<file path="config.mk">
export PLATFORM = sky130hd
export DESIGN_NAME = dmc_ctrl
export DESIGN_NICKNAME = d
export VERILOG_FILES = /design/src/dmc_pkg.sv /design/src/dmc_ctrl.sv
export SDC_FILE = /design/constraint.sdc
export NUM_CORES = 1
export LEC_CHECK = 0
export ABC_AREA = 1
export BUFFER_PORTS_ARGS = -buffer_cell sky130_fd_sc_hd__buf_2
export CELL_PAD_IN_SITES_DETAIL_PLACEMENT = 0
export CELL_PAD_IN_SITES_GLOBAL_PLACEMENT = 1
export CORE_UTILIZATION = 24
export DETAILED_ROUTE_END_ITERATION = 8
export PLACE_DENSITY_LB_ADDON = 0.1
export SETUP_SLACK_MARGIN = 0.1
export SYNTH_ARGS = -nofsm -noshare
export SYNTH_HDL_FRONTEND = slang
export SYNTH_SLANG_ARGS = --single-unit
</file>
<file path="constraint.sdc">
create_clock -name i_clk -period 1.2 [get_ports i_clk]
set_input_delay 0.12 -clock i_clk [delete_from_list [all_inputs] [get_ports i_clk]]
set_output_delay 0.12 -clock i_clk [all_outputs]
set_load 0.005 [all_outputs]
</file>
<file path="src/dmc_pkg.sv">
// shared types, constants and helper functions of the depth-first maze carver
package dmc_pkg;

    localparam int MAX_COLS_DEF = 32;
    localparam int MAX_ROWS_DEF = 32;

    localparam int OP_W      = 2;
    localparam int COORD_W   = 5;
    localparam int PICK_W    = 4;
    localparam int CFG_W     = 6;
    localparam int CFG_IDX_W = 1;
    localparam int WALL_W    = 4;
    localparam int CELL_W    = WALL_W + 1;
    localparam int VIS_BIT   = WALL_W;

    localparam logic [CFG_W-1:0] COLS_RST = 6'd32;
    localparam logic [CFG_W-1:0] ROWS_RST = 6'd32;

    localparam logic [OP_W-1:0] OP_START = 2'd0;
    localparam logic [OP_W-1:0] OP_STEP  = 2'd1;
    localparam logic [OP_W-1:0] OP_READ  = 2'd2;

    localparam logic [CFG_IDX_W-1:0] CFG_COLS = 1'b0;
    localparam logic [CFG_IDX_W-1:0] CFG_ROWS = 1'b1;

    // direction codes as seen from the current cell
    localparam logic [1:0] DIR_N = 2'd0;
    localparam logic [1:0] DIR_E = 2'd1;
    localparam logic [1:0] DIR_S = 2'd2;
    localparam logic [1:0] DIR_W = 2'd3;

    // neighbour scan order
    localparam logic [1:0] NB_S = 2'd0;
    localparam logic [1:0] NB_E = 2'd1;
    localparam logic [1:0] NB_N = 2'd2;
    localparam logic [1:0] NB_W = 2'd3;

    localparam logic [WALL_W-1:0] ALL_WALLS = 4'hF;
    localparam logic [CELL_W-1:0] CLR_CELL  = {1'b0, ALL_WALLS};
    localparam logic [CELL_W-1:0] START_CELL = {1'b1, ALL_WALLS};

    typedef struct packed {
        logic       accept;
        logic       clr_step;
        logic       start;
        logic       pop;
        logic       load_cur;
        logic       rd_nb;
        logic [1:0] nb_k;
        logic       cap_cur;
        logic       cap_nb;
        logic [1:0] cap_k;
        logic       choose;
        logic       wr_cur;
        logic       wr_next;
        logic       read_cell;
        logic       out_load;
    } t_cmd;

    typedef struct packed {
        logic stack_empty;
        logic sweep_last;
        logic has_cand;
        logic out_free;
    } t_sts;

    function automatic logic [1:0] pick_mod(input logic [PICK_W-1:0] pick,
                                            input logic [2:0] cnt);
        logic [1:0] res;
        res = 2'd0;
        case (cnt)
            3'd2: res = {1'b0, pick[0]};
            3'd3: begin
                if (pick inside {4'd0, 4'd3, 4'd6, 4'd9, 4'd12, 4'd15}) res = 2'd0;
                else if (pick inside {4'd1, 4'd4, 4'd7, 4'd10, 4'd13}) res = 2'd1;
                else res = 2'd2;
            end
            3'd4: res = pick[1:0];
            default: res = 2'd0;
        endcase
        return res;
    endfunction

    function automatic logic [1:0] nth_set(input logic [3:0] cand, input logic [1:0] n);
        logic [2:0] seen;
        logic [1:0] res;
        seen = 3'd0;
        res  = 2'd0;
        for (int k = 0; k < 4; k++) begin
            if (cand[k]) begin
                if (seen == {1'b0, n}) res = 2'(k);
                seen = seen + 3'd1;
            end
        end
        return res;
    endfunction

    function automatic logic [1:0] dir_of(input logic [1:0] k);
        logic [1:0] res;
        case (k)
            NB_S:    res = DIR_S;
            NB_E:    res = DIR_E;
            NB_N:    res = DIR_N;
            default: res = DIR_W;
        endcase
        return res;
    endfunction

endpackage

</file>
<file path="src/dmc_ctrl.sv">
// controller state machine sequencing clear, start, carve step and read transactions
module dmc_ctrl
    import dmc_pkg::*;
(
    input  logic            i_clk,
    input  logic            i_rst_n,
    input  logic            i_in_valid,
    input  logic [OP_W-1:0] i_op,
    input  t_sts            i_sts,
    output logic            o_in_ready,
    output t_cmd            o_cmd
);

    typedef enum logic [3:0] {
        S_INIT, S_IDLE, S_SWEEP, S_START, S_POP, S_LDCUR, S_RD_S, S_RD_E,
        S_RD_N, S_RD_W, S_RD_LAST, S_PICK, S_WR_CUR, S_WR_NXT, S_READ, S_RES
    } t_state;

    t_state r_state;

    always_ff @(posedge i_clk) begin
        if (!i_rst_n) begin
            r_state <= S_INIT;
        end else begin
            case (r_state)
                S_INIT:    if (i_sts.sweep_last) r_state <= S_IDLE;
                S_IDLE: begin
                    if (i_in_valid) begin
                        case (i_op)
                            OP_START: r_state <= S_SWEEP;
                            OP_STEP:  r_state <= i_sts.stack_empty ? S_RES : S_POP;
                            OP_READ:  r_state <= S_READ;
                            default:  r_state <= S_RES;
                        endcase
                    end
                end
                S_SWEEP:   if (i_sts.sweep_last) r_state <= S_START;
                S_START:   r_state <= S_RES;
                S_POP:     r_state <= S_LDCUR;
                S_LDCUR:   r_state <= S_RD_S;
                S_RD_S:    r_state <= S_RD_E;
                S_RD_E:    r_state <= S_RD_N;
                S_RD_N:    r_state <= S_RD_W;
                S_RD_W:    r_state <= S_RD_LAST;
                S_RD_LAST: r_state <= S_PICK;
                S_PICK:    r_state <= i_sts.has_cand ? S_WR_CUR : S_RES;
                S_WR_CUR:  r_state <= S_WR_NXT;
                S_WR_NXT:  r_state <= S_RES;
                S_READ:    r_state <= S_RES;
                S_RES:     if (i_sts.out_free) r_state <= S_IDLE;
                default:   r_state <= S_IDLE;
            endcase
        end
    end

    assign o_in_ready = (r_state == S_IDLE);

    always_comb begin
        o_cmd           = '0;
        o_cmd.accept    = (r_state == S_IDLE) && i_in_valid;
        o_cmd.clr_step  = (r_state == S_INIT) || (r_state == S_SWEEP);
        o_cmd.start     = (r_state == S_START);
        o_cmd.pop       = (r_state == S_POP);
        o_cmd.load_cur  = (r_state == S_LDCUR);
        o_cmd.choose    = (r_state == S_PICK);
        o_cmd.wr_cur    = (r_state == S_WR_CUR);
        o_cmd.wr_next   = (r_state == S_WR_NXT);
        o_cmd.read_cell = (r_state == S_READ);
        o_cmd.out_load  = (r_state == S_RES) && i_sts.out_free;
        o_cmd.cap_cur   = (r_state == S_RD_S);
        case (r_state)
            S_RD_S: begin
                o_cmd.rd_nb = 1'b1;
                o_cmd.nb_k  = NB_S;
            end
            S_RD_E: begin
                o_cmd.rd_nb  = 1'b1;
                o_cmd.nb_k   = NB_E;
                o_cmd.cap_nb = 1'b1;
                o_cmd.cap_k  = NB_S;
            end
            S_RD_N: begin
                o_cmd.rd_nb  = 1'b1;
                o_cmd.nb_k   = NB_N;
                o_cmd.cap_nb = 1'b1;
                o_cmd.cap_k  = NB_E;
            end
            S_RD_W: begin
                o_cmd.rd_nb  = 1'b1;
                o_cmd.nb_k   = NB_W;
                o_cmd.cap_nb = 1'b1;
                o_cmd.cap_k  = NB_N;
            end
            S_RD_LAST: begin
                o_cmd.cap_nb = 1'b1;
                o_cmd.cap_k  = NB_W;
            end
            default: begin
                o_cmd.rd_nb = 1'b0;
            end
        endcase
    end

endmodule

</file>
==> flow_summary.yaml, run 1 <==
yosys:
  yosysTopAreaCell: "nor2_1"
  yosys_warnings: 0
  synthDistinctLibCells: 18
  syn_area_sq_um: 538
  ys_ff_latch: 4
  synth_top_area_share: 0.167
  synth-seq-area-share: 0.149
  syn_inst: 106
  synth.avg_cell_area_sq_um: 5.08
  syn-num-nets: 115
  ys_top_cells_by_area: "nor2_1 (17%), nand2_1 (16%), dfxtp_1 (15%), inv_1 (12%), nand2_2 (5.8%)"
power:
  p_seq_frac: 0.166
  p_per_area_mw_per_mm2: 1840
  leakagePower_nw: 0.609
  switching_share: 0.499
  power.net_switching_mw: 0.930
  p_clk_frac: 0.091
  ir_drop_mv: 0.877
  intPower_mw: 0.933
  pwr-share-comb: 0.743
finish:
  finish.utilization: 0.496
  syn_to_final_growth_pct: 88.4
  reg.largest.list: "r_state: 4 flops"
  max_flop_register: "r_state"
  antenna_cells: 0
  n_fill_cell: 229
  layout.nets: 161
  largest_reg_flops: 4
  stdcell_count: 177
  drive_above_1_share: 0.647
placement:
  dpl.hpwl_um: 1380
  portBuffers: 26
  gp_congestion: 0.786
  dpl_worst_slack_ns: -0.0640
  dp_cells: 165
timing:
  grt_setup_unrepaired: "yes"
  fmax_mhz: 759
  whs_ns: 0.162
  fin_ws_ns: -0.117
  post-route-min-period_ns: 1.32
  setup_viol: 16
  tightest_slew_ns: 0.236
  fin_crit_sh: 1.10
  clock_skew_ns: 0.000626
  maxSlewHeadroom: 0.843
  finalHoldViolCount: 0
  fin_tns_setup_ns: -1.04
  finalMaxSlewViolations: 0
route:
  first_pass_iters: 4
  drtAntennaViolNets: 0
  drt-total-wl_um: 1740
  wl_per_cell_um: 9.82
  vias: 772
  drc_errors: 0
  via_per_inst: 4.36
  initialDrtViolationCount: 11
clock_tree:
  clk-insertion-delay-late_ns: 0.23
  cts-root-buf: "clkbuf_4"
  cts_buffer_depth: 2
  clk_pin_slew_ns: 0.04
  cts_buffers: 3
  cts_sinks: 4
  cts_tree: "built"
  cts_htree_levels: 1
floorplanning:
  coreArea_sq_mm: 0.00204
  die_x_um: 49.3
  die_area_sq_mm: 0.00243
  ios: 27
  num_rows: 16
  die_h_um: 49.3
  initial_core_util: 0.263
grt:
  use_met1: 0.159
  use_met2: 0.299
  grtUsageTotal: 0.149
  grt.met3_usage: 0.0218
  overflow: 0
  grt_max_degree: 9
  antenna_found_initial: 0
  grt_pass1_vias: 713
  busiest_layer: "met2"
  grt_pass1_wl_um: 2810
critical_path:
  endpoint_kind: "output port"
  cp_data_arrival_time_ns: 1.20
  r2r-start: "r_state[2]"
  critical_path_required_ns: 1.08
  start_kind: "flip-flop"
  crit_start: "r_state[1]"
  critPathMaxFanout: 7
  crit_type: "flip-flop to output port"
worst_hold_path:
  worst_hold_path_type: "primary input to flip-flop"
  hp-start: "i_rst_n"
outcome:
  violations: "negative setup slack"
  status: "finished with violations"
job:
  max_cap_viol_count: 0
==> synthesized netlist by cell type, drive strengths merged <==
| library cell | n |
|---|---|
| o21ai | 7 |
| dfxtp | 4 |
| o21bai | 1 |
| buf | 1 |
| clkinv | 1 |
| inv | 23 |
| nor2 | 29 |
| o22ai | 1 |
| a21oi | 6 |
| nand2 | 28 |
| nand3 | 5 |
==> metrics by stage <==
step | power [mW] | cell area [sq um]
6_report | 1.86 | 1010
5_1_grt | 2.03 | 1010
4_1_cts | 1.65 | 895
3_5_place_dp | 1.24 | 753
3_3_place_gp | 1.25 | 753
2_1_floorplan | 0.917 | 548
==> layout make-up <==
type	instances	area (sq um)	share of cell area
Inverter	24	101	0.100
Sequential cell	4	95.1	0.0938
Tap cell	27	33.8	0.0333
Multi-Input combinational cell	77	483	0.477
Timing Repair Buffer	42	278	0.274
Clock buffer	3	22.5	0.0222
==> logic make-up (layout without fill, tap and decap cells) <==
kind of cell | count (synthesis) | in the layout | share of synthesized area
compound gates | 15 | 15 | 0.153
simple gates | 62 | 62 | 0.509
flops | 4 | 4 | 0.149
buf+inv | 25 | 69 | 0.188
==> path summary, 6_finish.rpt <==
check                    end  slack (ns)  depth (start not counted)
setup / recovery    o_cmd[4]       -0.12                          6
setup reg to reg  r_state[2]       -0.05                          7
hold reg to reg   r_state[1]        0.58                          2
hold / removal    r_state[2]        0.16                          3
==> routing by layer <==
metal,part of all wire,wire [um],up-vias
met1,0.43,742,340
met5,0,0,-
li1,-,-,411
met4,0,0,0
met2,0.53,915,21
met3,0.047,81,0
==> placed cells by master (no fill, tap or decap), drive strengths merged <==
master,netlist,routed
clkbuf,0,3
nor2,29,29
a21oi,6,6
o21bai,1,1
nand3,5,5
clkinv,1,1
o22ai,1,1
o21ai,7,7
nand2,28,28
inv,23,23
dfxtp,4,4
buf,1,42
==> critical path, stage by stage (launching register included) <==
cell,delay (ns)
dfxtp_4,0.41
nand2_1,0.11
inv_4,0.11
nand2_2,0.07
buf_4,0.13
inv_1,0.04
buf_2,0.10
==> repair_timing <==
action / in CTS / in global routing
hold buffers: 0 / 0
gates resized for setup: 27 / 28
endpoints found under the setup margin: 22 / 22
setup buffers: 6 / 3
gates cloned: 0 / 0
pin swaps: 5 / 15
==> power by group through the flow <==
stage	registers, mW	clock network [mW]	logic (mW)
6_report	0.309	0.170	1.38
3_5_place_dp	0.273	0	0.966
3_3_place_gp	0.271	0	0.976
5_1_grt	0.316	0.183	1.53
4_1_cts	0.303	0.174	1.17
2_1_floorplan	0.230	0	0.687
Power figures use the tool's default switching activity.
==> run 2: changes to the inputs <==
GPL_TIMING_DRIVEN = 0   (was default)
==> flow_summary.yaml, run 2 (synthesized netlist as in run 1, its figures left out) <==
outcome:
  status: "finished with violations"
  violations: "negative setup slack"
finish:
  n_fill_cell: 235
  largest_reg_flops: 4
  final_cell_mix: "buf_2 (26), nand2_1 (17), inv_1 (15)"
  antenna_cells: 0
  ff_latch_area_sq_um: 92.6
  layout.nets: 153
  drive_above_1_share: 0.570
  multi_input_area_sq_um: 475
  final_common_cell: "buf_2"
  reg.largest.list: "r_state: 4 flops"
  syn_to_final_growth_pct: 74.2
  max_flop_register: "r_state"
route:
  via_per_inst: 4.47
  wl_per_cell_um: 10.1
  drc_errors: 0
  first_pass_iters: 4
  drt-total-wl_um: 1710
  initialDrtViolationCount: 8
  vias: 755
  drtAntennaViolNets: 0
clock_tree:
  hold_buffers: 0
  cts_buffer_depth: 2
  cts_sinks: 4
  clk-insertion-delay-late_ns: 0.24
  cts_tree: "built"
  clk_pin_slew_ns: 0.04
  cts_buffers: 3
  cts_htree_levels: 1
  cts-root-buf: "clkbuf_4"
grt:
  antenna_found_initial: 0
  grt_pass1_vias: 613
  use_met2: 0.228
  grt.met3_usage: 0.0187
  overflow: 0
  grt_pass1_wl_um: 2420
  use_met1: 0.158
  grt_max_degree: 9
  grtUsageTotal: 0.130
  busiest_layer: "met2"
power:
  p_seq_frac: 0.163
  ir_drop_mv: 0.896
  intPower_mw: 0.874
  leakagePower_nw: 0.605
  switching_share: 0.513
  power.net_switching_mw: 0.922
  p_clk_frac: 0.098
  p_per_area_mw_per_mm2: 1920
  pwr-share-comb: 0.739
  finalPower_mw: 1.80
timing:
  post-route-min-period_ns: 1.30
  fin_ws_ns: -0.0975
  maxSlewHeadroom: 0.875
  fin_tns_setup_ns: -0.598
  grt_setup_unrepaired: "yes"
  fin_crit_sh: 1.08
  tightest_slew_ns: 0.185
  finalMaxSlewViolations: 0
  fmax_mhz: 771
  setup_viol: 17
  finalHoldViolCount: 0
  clock_skew_ns: 0.00632
floorplanning:
  die_area_sq_mm: 0.00243
  num_rows: 16
  die_x_um: 49.3
  ios: 27
  coreArea_sq_mm: 0.00204
  die_h_um: 49.3
  initial_core_util: 0.263
placement:
  dpl.hpwl_um: 1290
  portBuffers: 26
  gp_congestion: 0.793
critical_path:
  crit_type: "flip-flop to output port"
  critPathMaxFanout: 7
  start_kind: "flip-flop"
  endpoint_kind: "output port"
  critical_path_required_ns: 1.08
  cp_data_arrival_time_ns: 1.18
worst_hold_path:
  worst_hold_path_type: "primary input to flip-flop"
job:
  max_cap_viol_count: 0
==> run 2: critical path: stages, from the launching register on <==
cell and delay [ns]:
dfxtp_4 0.39, inv_4 0.06, nor2_4 0.11, inv_4 0.07
nor2_4 0.08, o21bai_1 0.11, buf_2 0.13
==> run 2: stage by stage <==
step	setup WS, ns	hold slack (ns)	area [sq um]	std cells	util
floorplan	0.103	0.264	548	106	-
global placement	-0.0502	0.399	712	159	0.349
detailed placement	-0.0552	0.400	712	159	0.349
CTS	-0.0710	0.138	832	167	0.407
global route	-0.148	0.182	937	169	0.459
finish	-0.0975	0.146	937	169	0.459
==> run 2: power by group through the flow <==
stage               clock, mW  combinational [mW]  sequential, mW
floorplan                   0               0.687           0.230
global placement            0               0.961           0.248
detailed placement          0               0.953           0.246
CTS                     0.183                1.12           0.277
global route            0.183                1.45           0.295
finish                  0.176                1.33           0.293
==> run 2: final cells by class <==
class,count,share of cell area
inverter,24,0.115
multi-input combinational,77,0.507
sequential,4,0.0988
clock buffer,3,0.0240
timing repair buffer,33,0.203
buffer,1,0.0160
tap,27,0.0360
==> run 2: timing repair <==
action	in CTS	in global routing
pin swaps	4	4
gates resized for setup	23	28
buffers inserted	5	2
setup endpoints to repair	22	22
==> run 2: path summary, 6_finish.rpt <==
kind | start | endpoint | slack (ns) | depth (start not counted)
max reg2reg | r_state[3] | r_state[0] | -0.04 | 10
max | r_state[3] | o_cmd[11] | -0.1 | 6
min | i_rst_n | r_state[3] | 0.15 | 3
min reg2reg | r_state[1] | r_state[1] | 0.58 | 2
==> run 2: routing by layer <==
layer	routed length [um]	share of wire
met1	776	0.45
met3	80	0.047
met5	0	0
met4	17	0.0099
met2	837	0.49
==> run 3: changes to the inputs <==
CELL_PAD_IN_SITES_DETAIL_PLACEMENT = 1   (was 0)
SKIP_LAST_GASP = 1   (was default)
==> flow_summary.yaml, run 3 (synthesized netlist as in run 1, its figures left out) <==
route:
  vias: 798
  initialDrtViolationCount: 5
  drc_errors: 0
  drt-total-wl_um: 2200
  drtAntennaViolNets: 0
  wl_per_cell_um: 12.8
  first_pass_iters: 2
  via_per_inst: 4.64
floorplanning:
  ios: 27
  die_h_um: 49.3
  die_area_sq_mm: 0.00243
  coreArea_sq_mm: 0.00204
  die_x_um: 49.3
  num_rows: 16
  initial_core_util: 0.263
power:
  p_seq_frac: 0.152
  leakagePower_nw: 0.584
  pwr-share-comb: 0.758
  p_per_area_mw_per_mm2: 1950
  ir_drop_mv: 0.785
  intPower_mw: 0.914
  power.net_switching_mw: 0.962
  switching_share: 0.513
  p_clk_frac: 0.090
job:
  max_cap_viol_count: 0
critical_path:
  crit_type: "flip-flop to output port"
  cp_data_arrival_time_ns: 1.20
  critPathMaxFanout: 6
  endpoint_kind: "output port"
  slowest_delay_ns: 0.38
  slowest_stage: "dfxtp_4"
  critical_path_required_ns: 1.08
  start_kind: "flip-flop"
  crit_chain: "inv_4 > nor2_4 > inv_4 > nor2_4 > o21bai_1 > buf_2"
timing:
  fmax_mhz: 758
  setup_viol: 21
  fin_crit_sh: 1.10
  grt_setup_unrepaired: "yes"
  whs_ns: 0.173
  clock_skew_ns: 0.000562
  finalMaxSlewViolations: 0
  tightest_slew_ns: 0.215
  maxSlewHeadroom: 0.855
  fin_ws_ns: -0.120
  finalHoldViolCount: 0
  post-route-min-period_ns: 1.32
finish:
  final_cell_mix: "buf_2 (25), nand2_1 (17), inv_1 (14), nor2_1 (14), nor2_2 (8)"
  reg.largest.list: "r_state: 4 flops"
  stdcell_area_sq_um: 961
  drive_above_1_share: 0.586
  layout.nets: 156
  max_flop_register: "r_state"
  largest_reg_flops: 4
  final_common_cell: "buf_2"
  syn_to_final_growth_pct: 78.6
  antenna_cells: 0
clock_tree:
  cts_sinks: 4
  cts_htree_levels: 1
  cts-root-buf: "clkbuf_4"
  hold_buffers: 0
  cts_buffers: 3
  cts_buffer_depth: 2
  clk-insertion-delay-late_ns: 0.23
  clk_pin_slew_ns: 0.04
  cts_tree: "built"
grt:
  antenna_found_initial: 0
  grtUsageTotal: 0.175
  overflow: 0
  grt_pass1_vias: 763
  grt_pass1_wl_um: 3280
  grt_max_degree: 9
worst_hold_path:
  worst_hold_path_type: "primary input to flip-flop"
placement:
  dpl.hpwl_um: 1540
  dpl_cell_area_sq_um: 712
  portBuffers: 26
  gp_congestion: 0.793
outcome:
  violations: "negative setup slack"
  status: "finished with violations"
-- run 3: cell types whose count changed in the layout (fill, tap and decap cells not counted), moves of 2 or more --
cell	previous run	this run
nand2_2	5	7
a21oi_1	5	3
o21ai_0	2	4
buf_4	5	7
buf_6	2	4
nand2_4	6	4
a21oi_2	1	3
-- run 3: critical path, delay by kind of cell, from the launching register on --
kind	cells	cell delay [ns]
buffers and inverters	3	0.26
DFF	1	0.38
AOI/OAI and AO/OA	1	0.11
and+or+nand+nor	2	0.20
-- run 3: final cells by class --
class	instances	area, sq um
Fill cell	303	1080
Timing Repair Buffer	36	223
Clock buffer	3	22.5
Tap cell	27	33.8
Buffer	1	15.0
Sequential cell	4	92.6
Inverter	24	105
Multi-Input combinational cell	77	469
-- run 3: path summary, 6_finish.rpt --
kind / slack [ns] / cells after the start / start / to
setup reg to reg: -0.08 / 9 / r_state[0] / r_state[2]
hold reg to reg: 0.73 / 3 / r_state[1] / r_state[1]
hold / removal: 0.17 / 5 / i_rst_n / r_state[0]
setup / recovery: -0.12 / 6 / r_state[3] / o_cmd[11]
-- run 3: per-stage QoR --
| stage | setup slack (ns) | total power [mW] | TNS [ns] | util | instances |
|---|---|---|---|---|---|
| 6_report | -0.120 | 1.88 | -1.37 | 0.471 | 172 |
| 5_1_grt | -0.170 | 2.03 | -2.76 | 0.471 | 172 |
| 4_1_cts | -0.0963 | 1.68 | -1.33 | 0.425 | 171 |
| 3_5_place_dp | -0.0863 | 1.22 | -0.368 | 0.349 | 159 |
| 3_3_place_gp | -0.0502 | 1.21 | -0.185 | 0.349 | 159 |
| 2_1_floorplan | 0.103 | 0.917 | 0 | - | 106 |
-- run 3: power groups by stage --
stage | clock network (mW) | logic [mW] | registers (mW)
final | 0.169 | 1.42 | 0.286
after global routing | 0.188 | 1.55 | 0.290
after CTS | 0.177 | 1.23 | 0.273
after detailed placement | 0 | 0.975 | 0.249
after global placement | 0 | 0.961 | 0.248
after floorplan | 0 | 0.687 | 0.230
-- run 3: what timing repair did --
item | 4_1_cts | 5_1_grt
setup buffers | 9 | 1
gates resized for setup | 23 | 26
pin swaps | 2 | 4
setup endpoints to repair | 22 | 22
hold endpoints to repair | 0 | 0
-- run 3: routing by layer --
layer,global-route usage,up-vias,routed length (um)
li1,-,399,-
met1,0.191,374,887
met2,0.338,21,1200
met3,0.0280,4,72
met4,0.0539,0,42
met5,0,-,0
